### config.mk
export PLATFORM = sky130hd
export DESIGN_NAME = ftl_ram
export DESIGN_NICKNAME = d
export VERILOG_FILES = /design/src/rtl/ftl_ram.sv
export SDC_FILE = /design/constraint.sdc
export NUM_CORES = 1
export LEC_CHECK = 0
export BUFFER_PORTS_ARGS = -buffer_cell sky130_fd_sc_hd__buf_2
export CAP_MARGIN = 25
export CORE_ASPECT_RATIO = 1.2
export CORE_UTILIZATION = 60
export DETAILED_ROUTE_END_ITERATION = 10
export PLACE_DENSITY = 0.88
export SLEW_MARGIN = 25
export SYNTH_ARGS = -nofsm -noshare
export SYNTH_HDL_FRONTEND = slang
export SYNTH_SLANG_ARGS = --single-unit
### constraint.sdc
create_clock -name clk_i -period 2.1 [get_ports clk_i]
set_input_delay 0.21 -clock clk_i [delete_from_list [all_inputs] [get_ports clk_i]]
set_output_delay 0.21 -clock clk_i [all_outputs]
set_load 0.02 [all_outputs]
### src/rtl/ftl_ram.sv
// Generic single-write, single-read RAM with registered read data.
// No dependencies.
module ftl_ram #(
  parameter int W = 8,
  parameter int D = 16
) (
  input  logic                              clk_i,
  input  logic                              we_i,
  input  logic [((D > 1) ? $clog2(D) : 1)-1:0] waddr_i,
  input  logic [W-1:0]                      wdata_i,
  input  logic [((D > 1) ? $clog2(D) : 1)-1:0] raddr_i,
  output logic [W-1:0]                      rdata_o
);

  logic [W-1:0] mem_q [D];
  logic [W-1:0] rdata_q;

  always_ff @(posedge clk_i) begin
    if (we_i) begin
      mem_q[waddr_i] <= wdata_i;
    end
    rdata_q <= mem_q[raddr_i];
  end

  assign rdata_o = rdata_q;

endmodule

==> results.toml <==
[worst_setup_path]
r2r_end = "rdata_o[1]$_DFF_P_"
critPathKind = "reg2reg"
max_stage_delay_ps = 510
ff2ff_path_depth = 3
path_delay_family = "multiplexers"
cp_num_buf_inv = 0
crit_chain = "mux4_1 > a22oi_1 > nand2_1"
cp_max_fo = 1
start_kind = "register"
arrival_ps = 1780
cp_slowest_cell = "mux4_1"
r2r-start = "mem_q[0][1]$_DFFE_PP_"
required_ps = 2510
r2r_slack_ps = 730
end_kind = "register"

[drt]
wl_mm = 9.47
vias_per_cell = 6.05
drc_errors = 0
m1WireLength_mm = 3.70
drtAntennaViolNets = 0
drt_pass1_iterations = 6
met2WireLength_mm = 4.99
met3WireLength_um = 601
dr.max_layer_used = "met4"
post_drt_wl_per_cell_um = 23.1
drt_first_iter_violations = 222
dr_total_vias = 2482

[global_routing]
track_usage_pct = 24.1
grt_overflow_total = 0
grt_max_degree = 26
grt_pass1_vias = 2482
grt_pass1_wl_mm = 14.1
antenna_found_initial = 0

[clocking]
clk_latency_ps = 530
ctsRootBufferMaster = "clkbuf_8"
tritoncts = "built"
htree_levels = 4
cts.clk_slew.worst_paths_ps = 60
clock_sinks = 136
cts_resized = 0
ctsHoldBuffers = 0
cts_buffers = 17
clock_path_buffers = 2
cts_setup_buffers = 0

[synthesis]
syn_avg_cell_area_um2 = 22.5
syn_nets = 247
syn_inst = 229
ys_seq_area_share_pct = 77.8
synth.distinct_cells = 19
ys_ff_latch = 136
ys_warn_count = 0
synthesis.area_um2 = 5150

[floorplan]
core_um2 = 8200
die_width_um = 86.6
rows = 36
io_pins = 26
initial_core_util_pct = 62.8
die_area_um2 = 8960
die_y_um = 103

[sta]
final_hold_viol_count = 0
fin_crit_sh_pct = 65.1
tns_ps = 0
max_freq_mhz = 731
tightestPinTransition_ps = 726
max-slew-margin-rel_pct = 51.5
rsz0062_at_grt = "false"
timing.hold.ws_ps = 67.4
finalSetupViolations = 0
fin_skew_ps = 6.61
min_period_ps = 1370
drv_slew = 0

[power]
powerDensity_nw_per_um2 = 1020
p_leak_nw = 2.10
power_mw = 6.21
ir_drop_mv = 0.779

[cells_and_area]
drive_gt1_share_pct = 31.1
diodes = 0
finalNetCount = 301
syn_to_final_growth_pct = 18.4
final_area_um2 = 6100

[job]
drv_cap = 0

[placement]
gp_congestion = 0.753
numPortBuffers = 25
placed_area_um2 = 5520
dp_hpwl_mm = 6.10

[hold_path]
hold_start = "wdata_i[7]"
hold_depth = 1
hold_end = "mem_q[13][7]$_DFFE_PP_"
hp-class = "in2reg"

[outcome]
outcome = "finished, final reports clean"
sequential cells by signal, summed over array words and instances, names as in the netlist:
signal / flops
rdata_o: 8
mem_q: 128
cell families after synthesis:
family	share of synthesized area [%]
AOI/OAI and AO/OA	2.33
DFF	77.8
and+or+nand+nor	3.18
buffers and inverters	1.68
muxes	15.0
worst max-delay path by stage:
stage	start	slack, ps	depth (start not counted)	to
6_report	mem_q[0][1]$_DFFE_PP_	730	3	rdata_o[1]$_DFF_P_
5_1_grt	mem_q[2][4]$_DFFE_PP_	680	3	rdata_o[4]$_DFF_P_
4_1_cts	mem_q[2][4]$_DFFE_PP_	730	3	rdata_o[4]$_DFF_P_
3_5_place_dp	raddr_i[0]	330	5	rdata_o[1]$_DFF_P_
3_3_place_gp	raddr_i[0]	350	5	rdata_o[1]$_DFF_P_
2_1_floorplan	waddr_i[2]	400	2	mem_q[0][0]$_DFFE_PP_
routing by layer:
layer,global-route usage [%],up-vias
met5,0,-
met4,12.2,0
met3,8.65,13
met2,38.9,125
met1,29.0,1262
li1,-,1082
synth_stat cells, drive strengths merged:
| cell | n | share of area [%] |
|---|---|---|
| clkdlybuf4s25 | 3 | 0.58 |
| and2b | 1 | 0.15 |
| nor2b | 1 | 0.12 |
| nand3 | 1 | 0.097 |
| nor3 | 4 | 0.39 |
| edfxtp | 128 | 75 |
| nand3b | 2 | 0.29 |
| dfxtp | 8 | 3.1 |
| or3b | 1 | 0.17 |
| nand2b | 2 | 0.24 |
| nor2 | 13 | 0.95 |
| mux4 | 32 | 15 |
| nand2 | 9 | 0.66 |
| a22oi | 16 | 2.3 |
| and2 | 1 | 0.12 |
| buf | 7 | 1.1 |
worst register-to-register path: cells and delay by family (launching register included):
family          cells  cell delay [ps]
mux                 1              510
flops               1              380
compound gates      1              270
simple gates        1               90
metrics by stage:
step	setup WS (ps)	util (%)	instances
3_5_place_dp	335	67.3	378
2_1_floorplan	397	-	229
4_1_cts	731	74.4	410
5_1_grt	679	74.4	410
3_3_place_gp	346	67.3	378
6_report	732	74.4	410
where the power goes:
| group | switching, mW | total, mW | internal, mW |
|---|---|---|---|
| sequential | 0.0170 | 3.05 | 3.04 |
| clock | 0.999 | 2.85 | 1.85 |
| combinational | 0.174 | 0.299 | 0.125 |
layout by cell type (no fill, tap or decap):
cell | netlist | layout
clkbuf_8 | 0 | 3
dfxtp_1 | 8 | 8
buf_12 | 0 | 3
or3b_2 | 1 | 1
clkinv_1 | 0 | 1
nand2_1 | 9 | 9
and2_1 | 1 | 1
a22oi_1 | 16 | 16
edfxtp_1 | 128 | 128
nor2b_1 | 1 | 1
buf_4 | 1 | 17
nand3b_1 | 2 | 2
clkinv_2 | 0 | 5
nor3_1 | 4 | 4
clkinvlp_4 | 0 | 1
and2b_1 | 1 | 1
mux4_2 | 18 | 18
mux4_1 | 14 | 14
clkbuf_16 | 0 | 16
clkbuf_1 | 0 | 3
nor2_1 | 13 | 13
bufinv_16 | 0 | 3
nand3_1 | 1 | 1
nand2b_1 | 2 | 2
buf_2 | 3 | 25
layout make-up:
class | instances | area (um2)
Clock inverter | 10 | 126
Tap cell | 114 | 143
Fill cell | 448 | 2100
Multi-Input combinational cell | 83 | 1060
Clock buffer | 22 | 453
Timing Repair Buffer | 45 | 313
Sequential cell | 136 | 4000
Power figures use the tool's default switching activity.
