$ cat src/rtl/ftl_div.sv
// Restoring divider, one quotient bit per cycle; quotient and remainder hold.
// No dependencies.
module ftl_div #(
  parameter int DW = 12
) (
  input  logic          clk_i,
  input  logic          rst_ni,
  input  logic          start_i,
  input  logic [DW-1:0] num_i,
  input  logic [DW-1:0] den_i,
  output logic          done_o,
  output logic [DW-1:0] quo_o,
  output logic [DW-1:0] rem_o
);

  localparam int CW = $clog2(DW + 1);

  logic [DW:0]   rem_q, rem_d, shl;
  logic [DW-1:0] quo_q, quo_d, den_q;
  logic [CW-1:0] cnt_q, cnt_d;
  logic          busy_q, busy_d, done_q, done_d;

  always_comb begin
    shl    = {rem_q[DW-1:0], quo_q[DW-1]};
    rem_d  = rem_q;
    quo_d  = quo_q;
    cnt_d  = cnt_q;
    busy_d = busy_q;
    done_d = done_q;
    if (start_i) begin
      rem_d  = '0;
      quo_d  = num_i;
      cnt_d  = '0;
      busy_d = 1'b1;
      done_d = 1'b0;
    end else if (busy_q) begin
      // shift in the next numerator bit, subtract when it fits
      if (shl >= {1'b0, den_q}) begin
        rem_d = shl - {1'b0, den_q};
        quo_d = {quo_q[DW-2:0], 1'b1};
      end else begin
        rem_d = shl;
        quo_d = {quo_q[DW-2:0], 1'b0};
      end
      cnt_d = cnt_q + 1'b1;
      if (cnt_q == CW'(DW - 1)) begin
        busy_d = 1'b0;
        done_d = 1'b1;
      end
    end
  end

  always_ff @(posedge clk_i or negedge rst_ni) begin
    if (!rst_ni) begin
      busy_q <= 1'b0;
      done_q <= 1'b0;
      cnt_q  <= '0;
    end else begin
      busy_q <= busy_d;
      done_q <= done_d;
      cnt_q  <= cnt_d;
    end
  end

  always_ff @(posedge clk_i) begin
    rem_q <= rem_d;
    quo_q <= quo_d;
    if (start_i) begin
      den_q <= den_i;
    end
  end

  assign done_o = done_q;
  assign quo_o  = quo_q;
  assign rem_o  = rem_q[DW-1:0];

endmodule

$ cat config.mk
export PLATFORM = sky130hd
export DESIGN_NAME = ftl_div
export DESIGN_NICKNAME = d
export VERILOG_FILES = /design/src/rtl/ftl_div.sv
export SDC_FILE = /design/constraint.sdc
export NUM_CORES = 1
export LEC_CHECK = 0
export ABC_AREA = 1
export BUFFER_PORTS_ARGS = -buffer_cell sky130_fd_sc_hd__buf_2
export CAP_MARGIN = 30
export CORE_MARGIN = 4
export CORE_UTILIZATION = 51
export CTS_BUF_LIST = sky130_fd_sc_hd__clkbuf_8
export CTS_CLUSTER_DIAMETER = 200
export DETAILED_ROUTE_END_ITERATION = 7
export GPL_ROUTABILITY_DRIVEN = 0
export PLACE_DENSITY = 0.86
export SKIP_LAST_GASP = 1
export SYNTH_ARGS = -nofsm -noshare
export SYNTH_HDL_FRONTEND = slang
export SYNTH_SLANG_ARGS = --single-unit
$ cat constraint.sdc
create_clock -name clk_i -period 1.56 [get_ports clk_i]
set_input_delay 0.078 -clock clk_i [delete_from_list [all_inputs] [get_ports clk_i]]
set_output_delay 0.078 -clock clk_i [all_outputs]
set_load 0.05 [all_outputs]
==> qor.tcl, run 1 <==
set qor(outcome) {finished with violations}
set qor(failed_checks) {setup timing}
set qor(drv_slew) 0
set qor(clock_tree.buffer_depth) 2
set qor(max_clock_freq_ghz) 0.532
set qor(post-synth-top-count-cell) {sky130_fd_sc_hd__nand2_1}
set qor(first_pass_grt_wire_length_um) 14200
set qor(final.hold.worst_slack_ns) 0.0289
set qor(hold_path.class) {in2reg}
set qor(via_count) 2927
set qor(clock_tree.htree_level_count) 2
set qor(synth_commonest_cells) {sky130_fd_sc_hd__nand2_1, sky130_fd_sc_hd__inv_1, sky130_fd_sc_hd__edfxtp_1, sky130_fd_sc_hd__nand3_1, sky130_fd_sc_hd__nand4_1}
set qor(post_synth_instance_area_um2) 2540
set qor(finalWorstPathRequiredPeriod_ns) 1.88
set qor(worst-endpoint-required_ns) 1.76
set qor(detailed_place_hpwl_um) 4680
set qor(synth_area_leaders) {sky130_fd_sc_hd__edfxtp_1, sky130_fd_sc_hd__nand2_1, sky130_fd_sc_hd__dfxtp_1, sky130_fd_sc_hd__inv_1, sky130_fd_sc_hd__ha_1}
set qor(post_synthesis_net_count) 372
set qor(critical_path_peak_fanout) 3
set qor(detail_route.wl_per_cell_um) 18.4
set qor(postSynthRegisterBits) 42
set qor(global_routing_usage_on_met2_pct) 49.6
set qor(post_synth.cell_area_avg_um2) 7.68
set qor(ys_types) 29
set qor(synth_sequential_area_ratio_pct) 43.7
set qor(start_kind) {flip-flop}
set qor(via_per_inst) 5.76
set qor(grt_setup_unrepaired) {yes}
set qor(p_leak_uw) 0.00195
set qor(critical_path_cell_by_cell) {inv_2 -> ha_4 -> inv_2 -> fa_2 -> nand3_2 -> nand3_4 -> nand2_2 -> nand2_2 -> xnor2_1 -> nand2_1 -> nand3_2 -> nand2_1}
set qor(worst-setup-path-type) {reg2reg}
set qor(floorplan.die.width_um) 78.6
set qor(remaining_drc_errors) 0
set qor(numPortBuffers) 51
set qor(clk_latency_ns) 0.31
set qor(cap_viol_max_count) 0
set qor(global_route.overflow_total) 0
set qor(tritoncts) {yes}
set qor(design.portCount) 52
set qor(use_met1_pct) 35.1
set qor(pwr_density_cell_nw_per_um2) 1880
set qor(worst_hold_depth) 3
set qor(timing.clock.skew_ns) 0.0104
set qor(grt_antenna_before_repair) 0
set qor(die-height_um) 78.6
set qor(detail_route.first_pass.iterations) 5
set qor(n_antenna_cell) 0
set qor(final.fill_count) 251
set qor(period_utilization_pct) 121
set qor(via_count_of_the_first_global_routing_pass) 2957
set qor(routed_wl_um) 9350
set qor(start_util_pct) 53.1
set qor(synth_enable_flop_cells) 24
set qor(critical-path-slowest-cell) {sky130_fd_sc_hd__edfxtp_1}
set qor(worst_path_largest_cell_delay_ns) 0.43
set qor(area_growth_pct) 50.4
set qor(ys_async_sr_fraction_pct) 14.3
set qor(worstSetupEndpointType) {flip-flop}
set qor(synth_top_flop_cell) {sky130_fd_sc_hd__edfxtp_1}
set qor(cts.sink_count) 42
set qor(grt.total_usage_pct) 29.7
set qor(setup_violations) 13
set qor(fp.dieArea_um2) 6180
set qor(placement_rows) 25
set qor(cts_inserted_buffers) 5
set qor(detail_route.iter0.violations) 314
set qor(highest_utilization_routing_layer_at_the_global_route_stage) {met2}
set qor(worst_pin_slew_ns) 0.484
set qor(cts_root_buffer) {sky130_fd_sc_hd__clkbuf_8}
set qor(share_of_cells_above_drive_strength_1_pct) 45.1
set qor(vdd_drop_max_mv) 1.26
set qor(netlist_instances) 331
set qor(core-area_um2) 4790
set qor(synth_largest_area_cell) {sky130_fd_sc_hd__edfxtp_1}
set qor(path_clk_slew_ns) 0.09
set qor(worst_r2r_path_depth) 12
set qor(met3_usage_pct) 6.19
set qor(setup_slack_ns) -0.321
set qor(max_slew_margin_pct) 67.7
set qor(grt_max_degree) 18
set qor(cp.arrival_ns) 2.08
set qor(finalHoldViolations) 0
set qor(route.antenna.remaining_nets) 0
set qor(synth.yosys.warnings) 0
set qor(yosysTopAreaCellShare_pct) 28.4
set qor(total_power_uw) 7190
set qor(design.final.nets) 481
[flip-flops by register name, summed over array words and instances, names as in the netlist]
signal / flops
den_q: 12
quo_o: 12
rem_q: 12
cnt_q: 4
busy_q: 1
done_o: 1
[cells in the final DEF (no fill, tap or decap), types with 5 or more instances in the layout]
cell                              n
sky130_fd_sc_hd__nand2_2         22
sky130_fd_sc_hd__nand3_1         13
sky130_fd_sc_hd__nand4_1         15
sky130_fd_sc_hd__nor2_1          11
sky130_fd_sc_hd__buf_6            5
sky130_fd_sc_hd__inv_2           14
sky130_fd_sc_hd__buf_4           39
sky130_fd_sc_hd__edfxtp_1        24
sky130_fd_sc_hd__buf_2           51
sky130_fd_sc_hd__dlygate4sd3_1   13
sky130_fd_sc_hd__nand2_4          5
sky130_fd_sc_hd__dfxtp_2          8
sky130_fd_sc_hd__inv_1           41
sky130_fd_sc_hd__nand3_4          5
sky130_fd_sc_hd__clkbuf_8         5
sky130_fd_sc_hd__nand2_1        101
sky130_fd_sc_hd__ha_4            11
sky130_fd_sc_hd__nand3_2         13
sky130_fd_sc_hd__dfrtp_1          6
[logic make-up (layout without fill, tap and decap cells)]
kind of cell / count (synthesis) / count (layout) / synth area share, %
compound gates: 11 / 11 / 2.81
xor+xnor: 5 / 5 / 1.72
fa+ha+maj: 14 / 14 / 7.19
buf+inv: 65 / 174 / 10.2
flops: 42 / 42 / 43.7
simple gates: 194 / 195 / 34.4
[where the power goes]
group	internal, uW	total, uW	switching (uW)
Combinational	1890	4820	2930
Sequential	1440	1650	211
Clock	315	726	411
[metal layers]
metal  wire length, um  share of wire (%)  up-vias
met5                 0                  0        -
met4               463                5.0        0
met3              1000                 11       67
met2              4400                 47      255
met1              3480                 37     1334
li1                  -                  -     1271
[through the flow]
| stage | worst slack [ns] | instance area, um2 | setup TNS, ns | utilization, % | cells |
|---|---|---|---|---|---|
| 5_1_grt | -0.377 | 3820 | -4.25 | 79.9 | 508 |
| 6_report | -0.321 | 3820 | -3.44 | 79.9 | 508 |
| 4_1_cts | -0.225 | 3730 | -1.95 | 77.9 | 508 |
| 3_5_place_dp | -0.253 | 3180 | -2.72 | 66.4 | 479 |
| 2_1_floorplan | -0.388 | 2600 | -3.24 | - | 331 |
| 3_3_place_gp | -0.204 | 3180 | -2.30 | 66.4 | 479 |
[path summary, 6_finish.rpt]
kind                       startpoint  slack [ns]        to
max                         quo_o[11]       -0.32  rem_q[6]
min                          num_i[6]        0.03  quo_o[6]
max reg2reg                 quo_o[11]       -0.32  rem_q[6]
min reg2reg                    done_o        0.53    done_o
max in group asynchronous      rst_ni        1.29  cnt_q[1]
min in group asynchronous      rst_ni        0.12    done_o
[repair_timing]
item | 4_1_cts | 5_1_grt
cloned | 3 | 0
endpoints found under the hold margin | 18 | 0
hold buffers | 13 | 0
gates resized for setup | 50 | 29
pin swaps | 18 | 21
buffers inserted | 6 | 0
endpoints found under the setup margin | 13 | 13
[critical path: cells and delay by family, from the launching register on]
family	cells	cell delay, ns
adders and majority gates	2	0.47
DFF	1	0.43
xor gates and xnor gates	1	0.15
buffers and inverters	2	0.13
and+or+nand+nor	7	0.59
[cell type report]
class	count	area [um2]	area share, %
multi-input combinational	225	1530	40.1
sequential	42	1130	29.6
timing repair buffer	110	777	20.3
inverter	56	210	5.50
tap	67	83.8	2.19
clock buffer	5	68.8	1.80
clock inverter	3	18.8	0.491
Note: power is estimated with default switching activity, not from simulation.
==> run 2: changes to the inputs <==
Settings changed: CORE_UTILIZATION 51 to 55, PLACE_DENSITY 0.86 to 0.88.
Clock period 1.56 ns to 2 ns, I/O delays scaled along.
==> qor.tcl, run 2 (same netlist as run 1, synthesis figures left out) <==
set qor(critical-path-slowest-cell) {sky130_fd_sc_hd__edfxtp_1}
set qor(p_leak_uw) 0.00170
set qor(critical_path_cell_by_cell) {inv_2 -> ha_1 -> inv_2 -> fa_2 -> nand3_1 -> nand3_2 -> nand2_1 -> nand2_1 -> xnor2_1 -> nand2_1 -> nand3_1 -> nand2_1}
set qor(vdd_drop_max_mv) 0.834
set qor(cp.arrival_ns) 2.09
set qor(critical-path-top-delay-family) {simple AND/OR/NAND/NOR gates}
set qor(detailed_place_hpwl_um) 4270
set qor(worst_pin_slew_ns) 0.457
set qor(start_util_pct) 57.6
set qor(via_per_inst) 5.39
set qor(area_growth_pct) 23.6
set qor(fp.dieArea_um2) 5770
set qor(cap_viol_max_count) 0
set qor(worst_hold_startpoint) {num_i[6]}
set qor(final.hold.worst_slack_ns) 0.0538
set qor(finalHoldViolations) 0
set qor(layout_commonest_cell) {sky130_fd_sc_hd__nand2_1}
set qor(grt_antenna_before_repair) 0
set qor(setup_violations) 0
set qor(pre_cts_slack_ns) 0.110
set qor(route.antenna.remaining_nets) 0
set qor(worstSetupEndpointType) {flip-flop}
set qor(placed_cells) 433
set qor(drv_slew) 0
set qor(detail_route.iter0.violations) 261
set qor(clock_tree.buffer_depth) 2
set qor(core-area_um2) 4410
set qor(period_utilization_pct) 94.6
set qor(worst-endpoint-required_ns) 2.20
set qor(total_power_uw) 4240
set qor(share_of_cells_above_drive_strength_1_pct) 24.1
set qor(pwr_density_cell_nw_per_um2) 1350
set qor(timing.clock.skew_ns) 0.00806
set qor(final.fill_count) 318
set qor(grt_max_degree) 16
set qor(floorplan.die.width_um) 76.0
set qor(start_kind) {flip-flop}
set qor(rr_startpoint) {quo_o[11]}
set qor(placed_cell_area_um2) 2890
set qor(via_count) 2469
set qor(detail_route.wl_per_cell_um) 13.9
set qor(max_clock_freq_ghz) 0.528
set qor(routed_wl_um) 6370
set qor(clk_latency_ns) 0.31
set qor(tritoncts) {yes}
set qor(worst-setup-path-type) {reg2reg}
set qor(setup_slack_ns) 0.107
set qor(numPortBuffers) 51
set qor(n_antenna_cell) 0
set qor(finalWorstPathRequiredPeriod_ns) 1.89
set qor(crit_top_cell) {sky130_fd_sc_hd__nand2_1}
set qor(cts_inserted_buffers) 5
set qor(first_pass_grt_wire_length_um) 10600
set qor(cts_root_buffer) {sky130_fd_sc_hd__clkbuf_8}
set qor(worst-path-buf-inv) 2
set qor(outcome) {complete, no violations}
set qor(design.portCount) 52
set qor(placement_rows) 24
set qor(max_slew_margin_pct) 69.5
set qor(worst_path_largest_cell_delay_ns) 0.40
set qor(grt.total_usage_pct) 22.0
set qor(cts.sink_count) 42
set qor(remaining_drc_errors) 0
set qor(final_cell_count_no_fill) 458
set qor(crit_start) {quo_o[11]}
set qor(clock_tree.htree_level_count) 2
set qor(global_route.overflow_total) 0
set qor(hold_path.class) {in2reg}
set qor(detail_route.first_pass.iterations) 6
set qor(die-height_um) 76.0
set qor(critical_path_peak_fanout) 4
set qor(design.final.nets) 446
set qor(path_clk_slew_ns) 0.09
set qor(layout.cells.most_common_list) {sky130_fd_sc_hd__nand2_1, sky130_fd_sc_hd__inv_1, sky130_fd_sc_hd__buf_2}
set qor(postLayoutCellArea_um2) 3140
set qor(grt_setup_unrepaired) {yes}
set qor(via_count_of_the_first_global_routing_pass) 2406
==> run 2: changes by cell type in the layout (fill, tap and decap cells not counted), moves of 10 or more <==
cell	delta
sky130_fd_sc_hd__inv_1	+10
sky130_fd_sc_hd__nand3_1	+10
sky130_fd_sc_hd__ha_1	+10
sky130_fd_sc_hd__nand2_2	-19
sky130_fd_sc_hd__inv_2	-10
sky130_fd_sc_hd__ha_4	-11
sky130_fd_sc_hd__buf_4	-28
sky130_fd_sc_hd__nand2_1	+24
==> run 2: final timing paths <==
check / depth (start not counted) / slack (ns) / end
setup / recovery: 12 / 0.11 / rem_q[6]
hold / removal: 3 / 0.05 / quo_o[6]
setup reg to reg: 12 / 0.11 / rem_q[6]
hold reg to reg: 2 / 0.48 / rem_q[7]
max in group asynchronous: 2 / 1.71 / cnt_q[3]
min in group asynchronous: 2 / 0.15 / busy_q
==> run 2: layout make-up <==
cell class / count / area [um2] / share of cell area (%)
clock buffer: 5 / 68.8 / 2.19
clock inverter: 3 / 18.8 / 0.598
inverter: 56 / 210 / 6.69
multi-input combinational: 225 / 1190 / 37.9
sequential: 42 / 1120 / 35.6
tap: 52 / 65.1 / 2.07
timing repair buffer: 75 / 468 / 14.9
==> run 2: where the power goes <==
part           switching [uW]  internal (uW)
Clock                     316            246
Combinational            1640            785
Sequential                151           1100
Total                    2110           2130
==> run 2: stage by stage <==
| stage | setup TNS [ns] | utilization [%] |
|---|---|---|
| finish | 0 | 71.1 |
| floorplan | 0 | - |
| CTS | 0 | 70.4 |
| global route | -0.00367 | 71.1 |
| detailed placement | 0 | 65.4 |
| global placement | 0 | 65.4 |
==> run 2: timing repair <==
item                                    4_1_cts  5_1_grt
endpoints found under the hold margin        18        0
resized for setup                             0        3
endpoints found under the setup margin        0        5
hold buffers                                 13        0
setup buffers                                 0        3
==> run 2: layer usage <==
layer	routed length (um)	vias up	global-route usage, %
met5	0	-	0
met3	551	19	5.56
met2	3060	141	36.6
met4	182	0	9.61
li1	-	1201	-
met1	2580	1108	26.6
==> run 2: tightest hold or removal path, delay by kind of cell <==
family | cells | cell delay, ns
buf+inv | 1 | 0.07
simple gates | 2 | 0.09
==> run 3: changes to the inputs <==
Settings changed: CTS_CLUSTER_DIAMETER 200 to 60.
Clock period 2 ns to 2.1 ns, I/O delays scaled along.
==> qor.tcl, run 3 (same netlist as run 1, synthesis figures left out) <==
set qor(first_pass_grt_wire_length_um) 10600
set qor(worst_hold_depth) 3
set qor(numPortBuffers) 51
set qor(drv_slew) 0
set qor(via_count) 2311
set qor(route.antenna.remaining_nets) 0
set qor(placed_cell_area_um2) 2860
set qor(via_count_of_the_first_global_routing_pass) 2314
set qor(postLayoutCellArea_um2) 3080
set qor(grt.total_usage_pct) 22.1
set qor(final.fill_count) 336
set qor(clk_latency_ns) 0.30
set qor(global_route.overflow_total) 0
set qor(vdd_drop_max_mv) 0.653
set qor(start_kind) {flip-flop}
set qor(layout.cells.most_common_list) {sky130_fd_sc_hd__nand2_1, sky130_fd_sc_hd__inv_1, sky130_fd_sc_hd__buf_2}
set qor(crit_start) {quo_o[11]}
set qor(max_clock_freq_ghz) 0.536
set qor(routed_wl_um) 5970
set qor(floorplan.die.width_um) 76.0
set qor(path_clk_slew_ns) 0.08
set qor(n_antenna_cell) 0
set qor(core-area_um2) 4410
set qor(finalHoldViolations) 0
set qor(worst_r2r_path_depth) 12
set qor(regToRegEndpoint) {rem_q[6]}
set qor(setup-tns-final_ns) 0
set qor(cap_viol_max_count) 0
set qor(grt_setup_unrepaired) {no}
set qor(grt_antenna_before_repair) 0
set qor(worstSetupEndpointType) {flip-flop}
set qor(grt_max_degree) 18
set qor(area_growth_pct) 21.0
set qor(worst-setup-path-type) {reg2reg}
set qor(clock_tree.buffer_depth) 2
set qor(cts_inserted_buffers) 5
set qor(worst_hold_startpoint) {num_i[5]}
set qor(critical_path_peak_fanout) 4
set qor(placed_cells) 431
set qor(cp.arrival_ns) 2.06
set qor(worst-endpoint-required_ns) 2.30
set qor(finalWorstPathRequiredPeriod_ns) 1.86
set qor(share_of_cells_above_drive_strength_1_pct) 20.3
set qor(p_leak_uw) 0.00166
set qor(detail_route.iter0.violations) 240
set qor(timing.clock.skew_ns) 0.00538
set qor(setup_violations) 0
set qor(worst_pin_slew_ns) 0.461
set qor(detail_route.wl_per_cell_um) 13.2
set qor(detail_route.first_pass.iterations) 4
set qor(tritoncts) {yes}
set qor(design.portCount) 52
set qor(period_utilization_pct) 88.8
set qor(cts.sink_count) 42
set qor(die-height_um) 76.0
set qor(design.final.nets) 440
set qor(start_util_pct) 57.6
set qor(final_cell_count_no_fill) 452
set qor(layout_commonest_cell) {sky130_fd_sc_hd__nand2_1}
set qor(placement_rows) 24
set qor(fp.dieArea_um2) 5770
set qor(timing.hold.worst_endpoint) {quo_o[5]}
set qor(clock_tree.htree_level_count) 2
set qor(cts_root_buffer) {sky130_fd_sc_hd__clkbuf_8}
set qor(hold_path.class) {in2reg}
set qor(final.hold.worst_slack_ns) 0.0706
set qor(max_slew_margin_pct) 69.2
set qor(rr_startpoint) {quo_o[11]}
set qor(outcome) {complete, no violations}
set qor(rrSetupSlack_ns) 0.24
set qor(pwr_density_cell_nw_per_um2) 1260
set qor(remaining_drc_errors) 0
set qor(via_per_inst) 5.11
set qor(detailed_place_hpwl_um) 4340
run 3: worst max-delay path by stage:
stage,endpoint,slack (ns)
after floorplan,rem_q[6],0.03
after global placement,rem_q[6],0.26
after detailed placement,rem_q[6],0.23
after CTS,rem_q[6],0.18
after global routing,rem_q[6],0.06
final,rem_q[6],0.24
run 3: final cells by class:
class | instances | area (um2) | share of cell area [%]
clock buffer | 5 | 68.8 | 2.24
clock inverter | 3 | 16.3 | 0.529
inverter | 56 | 210 | 6.83
multi-input combinational | 224 | 1170 | 38.2
sequential | 42 | 1110 | 36.1
tap | 52 | 65.1 | 2.12
timing repair buffer | 70 | 430 | 14.0
run 3: power by group:
| group | internal (uW) | total [uW] | switching (uW) |
|---|---|---|---|
| registers | 1040 | 1180 | 144 |
| clock network | 228 | 504 | 276 |
| logic | 701 | 2200 | 1500 |
run 3: worst max-delay path: stages, from the launching register on:
cell                       delay, ns
sky130_fd_sc_hd__edfxtp_1       0.39
sky130_fd_sc_hd__inv_1          0.09
sky130_fd_sc_hd__ha_1           0.15
sky130_fd_sc_hd__inv_1          0.08
sky130_fd_sc_hd__fa_2           0.37
sky130_fd_sc_hd__nand3_1        0.10
sky130_fd_sc_hd__nand3_1        0.13
sky130_fd_sc_hd__nand2_1        0.10
sky130_fd_sc_hd__nand2_1        0.06
sky130_fd_sc_hd__xnor2_1        0.13
sky130_fd_sc_hd__nand2_1        0.06
sky130_fd_sc_hd__nand3_1        0.07
sky130_fd_sc_hd__nand2_1        0.05
run 3: timing repair:
item / in CTS / in global routing
hold buffers: 13 / 0
gates resized for setup: 0 / 1
setup buffers: 0 / 0
endpoints found under the setup margin: 0 / 1
endpoints found under the hold margin: 18 / 0
run 3: through the flow:
| stage | setup WS (ns) | util [%] | power, uW |
|---|---|---|---|
| floorplan | 0.0314 | - | 2930 |
| global placement | 0.263 | 64.7 | 3290 |
| detailed placement | 0.225 | 64.7 | 3350 |
| CTS | 0.182 | 69.6 | 3880 |
| global route | 0.0608 | 69.7 | 4200 |
| finish | 0.235 | 69.7 | 3890 |
run 3: per-layer routing:
metal	vias up	global-route usage, %	wire length (um)
li1	1185	-	-
met1	1031	28.0	2570
met2	89	37.4	2880
met3	6	4.73	452
met4	0	6.94	67
met5	-	0	0
